`config.mk`:
```
export PLATFORM = sky130hd
export DESIGN_NAME = mqf_ram
export DESIGN_NICKNAME = d
export VERILOG_FILES = /design/src/multi_queue_ring_fifo_top_defines.svh /design/src/mqf_ram.sv
export SDC_FILE = /design/constraint.sdc
export NUM_CORES = 1
export LEC_CHECK = 0
export ABC_CLOCK_PERIOD_IN_PS = 3150
export BUFFER_PORTS_ARGS = -buffer_cell sky130_fd_sc_hd__buf_2
export CAP_MARGIN = 20
export CORE_UTILIZATION = 57
export CTS_CLUSTER_SIZE = 30
export DETAILED_ROUTE_END_ITERATION = 10
export GPL_TIMING_DRIVEN = 0
export HOLD_SLACK_MARGIN = 0.06
export PLACE_DENSITY = 0.83
export SKIP_LAST_GASP = 1
export SLEW_MARGIN = 40
export SYNTH_ARGS = -nofsm -noshare
export SYNTH_HDL_FRONTEND = slang
export SYNTH_SLANG_ARGS = --single-unit
```
`constraint.sdc`:
```
create_clock -name i_clk -period 3.15 [get_ports i_clk]
set_clock_uncertainty 0.1 [all_clocks]
set_input_delay 0.4725 -clock i_clk [delete_from_list [all_inputs] [get_ports i_clk]]
set_output_delay 0.4725 -clock i_clk [all_outputs]
set_load 0.05 [all_outputs]
```
`src/multi_queue_ring_fifo_top_defines.svh`:
```
// Assertion macros for the multi-queue ring FIFO bank.
// Used by the top level only; expects i_clk and i_rst_n in scope.
`ifndef MULTI_QUEUE_RING_FIFO_TOP_DEFINES_SVH
`define MULTI_QUEUE_RING_FIFO_TOP_DEFINES_SVH

// Same-cycle implication, disabled while in reset
`define MQF_ASSERT_NOW(lbl, ante, cons, msg) \
    lbl: assert property (@(posedge i_clk) disable iff (!i_rst_n) (ante) |-> (cons)) \
        else $error(msg);

// Next-cycle implication, disabled while in reset
`define MQF_ASSERT_NEXT(lbl, ante, cons, msg) \
    lbl: assert property (@(posedge i_clk) disable iff (!i_rst_n) (ante) |=> (cons)) \
        else $error(msg);

`endif

```
`src/mqf_ram.sv`:
```
// Generic simple dual-port RAM: one write port, one read port, registered read.
// No dependencies.
module mqf_ram #(
    parameter int P_WIDTH = 8,
    parameter int P_DEPTH = 16
) (
    input  logic                                        i_clk,
    input  logic                                        i_we,
    input  logic [((P_DEPTH > 1) ? $clog2(P_DEPTH) : 1)-1:0] i_waddr,
    input  logic [P_WIDTH-1:0]                          i_wdata,
    input  logic                                        i_re,
    input  logic [((P_DEPTH > 1) ? $clog2(P_DEPTH) : 1)-1:0] i_raddr,
    output logic [P_WIDTH-1:0]                          o_rdata
);
    logic [P_WIDTH-1:0] r_mem [P_DEPTH];
    logic [P_WIDTH-1:0] r_rdata;

    // Write port
    always_ff @(posedge i_clk) begin
        if (i_we) begin
            r_mem[i_waddr] <= i_wdata;
        end
    end

    // Read port, data held when not enabled
    always_ff @(posedge i_clk) begin
        if (i_re) begin
            r_rdata <= r_mem[i_raddr];
        end
    end

    assign o_rdata = r_rdata;
endmodule

```
==> out/metrics.yaml, run 1 <==
status: "finished with violations"
violations: "design-rule violations"
final_hold_viol_count: 0
crit_type: "flip-flop to flip-flop"
synthTopCellsByArea: "edfxtp_1 78%, mux4_2 7.8%, mux4_1 7.0%, a22oi_1 2.3%, nor2_1 0.93%"
worst_pin_slew_ps: 802
power_switching_uw: 947
antenna-diode-count: 0
yosysTopAreaCell: "edfxtp_1"
rsz0062_at_grt: "false"
core-area_um2: 8810
antenna_found_initial: 0
met1_usage: 0.302
cts_resized: 0
power_frac_clock: 0.461
nets: 292
dieHeight_um: 97.8
grt_pass1_vias: 2458
maxCapViolCount: 0
numCtsBuffers: 17
internal-power_mw: 3.26
final_cell_mix: "136 x edfxtp_1, 28 x buf_2, 18 x mux4_2"
antenna_left: 0
grt_max_degree: 17
p_sw_frac: 0.225
netlist_area_um2: 5230
top_usage_layer: "met2"
power_density_nw_per_um2: 691
grtUsageMet2: 0.351
hpwlAfterDp_um: 5800
finalSetupViolations: 0
critPathLaunch: "r_mem[1][7]$_DFFE_PP_"
grt_pass1_wl_um: 14500
hold_depth: 1
final_common_cell: "edfxtp_1"
endpoint_kind: "flip-flop"
multi_input_area_um2: 1080
yosysSeqAreaShare: 0.781
seqCellArea_um2: 4080
area.growth.synth_to_final_pct: 16.5
met3_usage: 0.0630
crit_path_end: "o_rdata[7]$_DFFE_PP_"
drt_iter0_drc: 294
slew-limit-headroom: 0.463
grt_util_all_layers: 0.222
synthCells: 229
pwr-share-seq: 0.487
worstRegToRegCells: 3
via_per_inst: 6.36
post_cts_buffers: 0
dr.pass1.iters: 7
synth_top_area_frac: 0.781
arrival_ps: 1900
drive_gt1_frac: 0.315
crit_required_ps: 3330
worstPathMaxFanout: 1
clk_pin_slew_ps: 70
rows: 34
yosys_warnings: 0
r2r-end: "o_rdata[7]$_DFFE_PP_"
cts.path.max_buffers: 2
holdBufCountCts: 0
min_period_ps: 1720
cts_tree: "done"
avgRoutedWirePerCell_um: 24.7
ys_types: 18
r2r_slack_ps: 1430
fp.dieArea_um2: 9560
ir_worst_vdd_mv: 0.457
synth_fp_nets: 248
final_cell_area_um2: 6090
dpl-instance-area_um2: 5510
p_leak_nw: 2.04
drt-total-wl_um: 9730
finalMaxSlewViolations: 0
cts_root_buffer: "clkbuf_8"
p_comb_frac: 0.053
timing.final.crit_share: 0.547
clock_sinks: 136
finalSetupTns_ps: 0
start_util: 0.594
drc_errors: 4
reg2reg_from: "r_mem[1][7]$_DFFE_PP_"
synth_area_per_cell_um2: 22.8
synth-seq-cells: 136
grt-ovfl-total: 0
htree_num_levels: 4
worstSkewPairLatency_ps: 530
start_kind: "flip-flop"
hold_path_class: "input pin to flip-flop"
vias: 2507
portBuffers: 25
nFillCells: 512
fmax_mhz: 581
place.gp.congestion: 0.736
die_w_um: 97.8
io_pins: 27
==> synth_stat cells <==
master	instances
a22oi_1	16
and2_1	1
and2b_1	1
buf_2	3
buf_4	1
buf_6	3
clkdlybuf4s25_2	3
edfxtp_1	136
mux4_1	14
mux4_2	18
nand2_1	9
nand2b_1	2
nand3_1	1
nand3b_1	2
nor2_1	13
nor2b_1	1
nor3_1	4
or3b_2	1
==> cells by family (layout without fill, tap and decap cells) <==
logic type             count (synthesis)  count (layout)  share of synthesized area
DFF                                  136             136                      0.781
buffers and inverters                 10              67                     0.0165
AOI/OAI and AO/OA                     16              16                     0.0230
muxes                                 32              32                      0.148
and+or+nand+nor                       35              35                     0.0314
==> worst min-delay path by stage <==
stage                           start                    end  slack [ps]
6_report                         i_re   o_rdata[7]$_DFFE_PP_         200
5_1_grt                          i_re   o_rdata[2]$_DFFE_PP_         190
4_1_cts                          i_re   o_rdata[2]$_DFFE_PP_         190
3_5_place_dp   r_mem[11][4]$_DFFE_PP_   o_rdata[4]$_DFFE_PP_         650
3_3_place_gp   r_mem[11][3]$_DFFE_PP_   o_rdata[3]$_DFFE_PP_         630
2_1_floorplan              i_wdata[0]  r_mem[0][0]$_DFFE_PP_         470
==> critical path, stage by stage, from the launching register on <==
cell and delay (ps):
edfxtp_1 410, mux4_2 490, a22oi_1 380, nand2_1 100
==> flip-flops by register name, summed over array words and instances (netlist names) <==
register,count
o_rdata,8
r_mem,128
==> per-layer routing <==
metal | part of all wire | vias to the layer above
met5 | 0 | -
met4 | 0.021 | 0
met3 | 0.058 | 15
met2 | 0.49 | 103
met1 | 0.43 | 1320
li1 | - | 1069
==> metrics by stage <==
step	total power, mW	std cells	setup WS [ps]	util	hold slack (ps)
finish	4.21	394	1430	0.692	201
global route	4.31	394	1400	0.692	189
CTS	4.21	394	1430	0.692	194
detailed placement	2.30	362	887	0.625	654
global placement	2.29	362	548	0.623	634
floorplan	2.22	229	1080	-	471
==> power groups by stage <==
stage | registers [mW] | logic (mW) | clock network, mW
after CTS | 2.05 | 0.222 | 1.94
final | 2.05 | 0.222 | 1.94
after detailed placement | 2.09 | 0.219 | 0
after floorplan | 2.12 | 0.103 | 0
after global routing | 2.05 | 0.234 | 2.02
after global placement | 2.08 | 0.210 | 0
==> layout make-up <==
class,instances,area share
Sequential cell,136,0.671
Multi-Input combinational cell,83,0.177
Clock buffer,17,0.0680
Clock inverter,15,0.0275
Tap cell,108,0.0222
Timing Repair Buffer,25,0.0205
Buffer,10,0.0142
Power figures use the tool's default switching activity.
==> run 2, diff against run 1 <==
Settings changed: ABC_AREA set to 1, ABC_CLOCK_PERIOD_IN_PS 3150 to 1600.
Clock period 3.15 ns to 1.6 ns, I/O delays scaled along.
==> out/metrics.yaml, run 2 <==
crit_required_ps: 1260  # -2070 ps
largest_register: "r_mem"
grt_util_all_layers: 0.290  # +0.0676
avgRoutedWirePerCell_um: 18.5  # -25%
synth-seq-cells: 136  # unchanged
post_cts_buffers: 0  # unchanged
cts_resized: 0  # unchanged
area.growth.synth_to_final_pct: 16.0
antenna_left: 0  # unchanged
worstPathCellList: "buf_2"
antenna_found_initial: 0  # unchanged
wl_met1_um: 5350  # +28%
crit_path_max_incr_delay_ps: 320  # -170 ps
synthTopCellsByArea: "edfxtp_1 70%, nand2_1 11%, nand3_1 8.3%, inv_1 6.4%, buf_6 1.2%"
worstRegToRegCells: 6  # +3
ys_types: 11  # -7
vias: 4139  # +65%
grt_pass1_vias: 3806  # +55%
grt_max_degree: 17  # unchanged
cp_num_buf_inv: 1  # +1
start_kind: "flip-flop"
worstPathMaxFanout: 1  # unchanged
die_w_um: 103  # +5.6%
r2r-end: "o_rdata[2]$_DFFE_PP_"
worst_slack_ps: 148  # -1280 ps
hpwlAfterDp_um: 8600  # +48%
drc_errors: 0  # -4
grt-ovfl-total: 0  # unchanged
met2_length_um: 6350  # +33%
hold_path_startpoint: "i_raddr[2]"
synthCells: 551  # +140%
pre_cts_slack_ps: -254  # -1140 ps
min_period_ps: 1450
drt-total-wl_um: 13900  # +43%
total_power_mw: 8.19  # +95%
highest_layer: "met4"
synth_common_cells: "173 x nand2_1, 136 x edfxtp_1, 100 x inv_1"
finalSetupViolations: 0  # unchanged
clk_pin_slew_ps: 60  # about the same
ys.flop_type: "edfxtp_1"
cts_root_buffer: "clkbuf_8"
hold_path_class: "input pin to flip-flop"
p_leak_nw: 2.92  # +43%
yosysSeqAreaShare: 0.698  # -0.0828
rows: 36  # +5.9%
synth_top_area_frac: 0.698  # -0.0828
dr.pass1.iters: 5  # -2
htree_num_levels: 4  # unchanged
dieHeight_um: 103  # +5.6%
fmax_mhz: 689
cts.path.max_buffers: 2  # unchanged
reg2reg_from: "r_mem[11][2]$_DFFE_PP_"
min_to: "o_rdata[3]$_DFFE_PP_"
yosysTopAreaCell: "edfxtp_1"
synth_edf_count: 136  # unchanged
hold_depth: 4  # +3
final_cell_mix: "173 x nand2_1, 136 x edfxtp_1, 100 x inv_1"
drt_iter0_drc: 581  # +98%
final_hold_viol_count: 0  # unchanged
via_per_inst: 5.53  # -13%
synthArstFlopShare: 0  # unchanged
cp_slowest_cell: "edfxtp_1"
cp_top_family: "flip-flops"
arrival_ps: 1110  # -790 ps
antenna-diode-count: 0  # unchanged
endpoint_kind: "output pin"
cts_tree: "done"
final_common_cell: "nand2_1"
clock_sinks: 136  # unchanged
netlist_area_um2: 5850  # +12%
crit_type: "flip-flop to output pin"
yosys_warnings: 0  # unchanged
io_pins: 27  # unchanged
nets: 621  # +110%
timing.final.crit_share: 0.908
core-area_um2: 9860  # +12%
start_util: 0.593  # -0.000915
maxCapViolCount: 0  # unchanged
slew-limit-headroom: 0.440  # -0.0233
post-synth-top-count-cell: "nand2_1"
drive_gt1_frac: 0.140  # -0.175
power_density_nw_per_um2: 1210  # +75%
holdBufCountCts: 9  # +9
r2r_slack_ps: 300  # -1130 ps
finalMaxSlewViolations: 0  # unchanged
status: "finished, final reports clean"
multi_input_area_um2: 1230  # +14%
largest_reg_flops: 128  # unchanged
portBuffers: 23  # -8.0%
wl_met3_um: 1740  # +210%
fp.dieArea_um2: 10700  # +12%
place.gp.congestion: 0.959  # +30%
ir_worst_vdd_mv: 1.10  # +140%
nFillCells: 685  # +34%
synth_area_per_cell_um2: 10.6  # -54%
worst_pin_slew_ps: 837  # +34.8 ps
numCtsBuffers: 17  # unchanged
seqCellArea_um2: 4080  # unchanged
worstSkewPairLatency_ps: 540  # about the same
synth_fp_nets: 570  # +130%
rsz0062_at_grt: "false"
hold_ws_ps: 146  # -55.7 ps
grt_pass1_wl_um: 21100  # +46%
==> run 2: cell type report <==
type,count,area share
Clock buffer,17,0.0611
Timing Repair Buffer,32,0.0303
Clock inverter,15,0.0196
Inverter,102,0.0565
Sequential cell,136,0.602
Buffer,24,0.0245
Multi-Input combinational cell,289,0.181
Tap cell,133,0.0245
==> run 2: power breakdown <==
group	internal (mW)	switching [mW]	total (mW)	leakage, nW
clock	2.06	1.51	3.56	0.259
sequential	4.01	0.0186	4.03	1.24
combinational	0.165	0.429	0.594	1.43
==> run 2: worst max path at each step <==
stage / slack (ps) / cells past startpoint / start / to
final: 150 / 1 / o_rdata[7]$_DFFE_PP_ / o_rdata[7]
after global routing: 100 / 1 / o_rdata[6]$_DFFE_PP_ / o_rdata[6]
after CTS: 130 / 1 / o_rdata[7]$_DFFE_PP_ / o_rdata[7]
after detailed placement: -250 / 4 / i_waddr[1] / r_mem[13][7]$_DFFE_PP_
after global placement: -140 / 3 / i_waddr[2] / r_mem[9][4]$_DFFE_PP_
after floorplan: 310 / 2 / i_waddr[2] / r_mem[10][0]$_DFFE_PP_
==> run 2: cells by family after synthesis <==
kind of cell	count (synthesis)	share of synthesized area
buffers and inverters	126	0.0939
and+or+nand+nor	289	0.208
DFF	136	0.698
==> run 2: stage by stage <==
| step | instance area [µm²] | TNS (ps) | util | instances |
|---|---|---|---|---|
| 3_3_place_gp | 6130 | -8130 | 0.621 | 707 |
| 4_1_cts | 6770 | 0 | 0.686 | 748 |
| 6_report | 6780 | 0 | 0.687 | 748 |
| 3_5_place_dp | 6130 | -11700 | 0.622 | 707 |
| 5_1_grt | 6780 | 0 | 0.687 | 748 |
| 2_1_floorplan | 5850 | 0 | - | 551 |
==> run 2: routing by layer <==
| metal | global-route usage | vias to the layer above |
|---|---|---|
| met5 | 0 | - |
| met4 | 0.116 | 0 |
| met3 | 0.0806 | 44 |
| met2 | 0.433 | 288 |
| met1 | 0.408 | 1921 |
| li1 | - | 1886 |
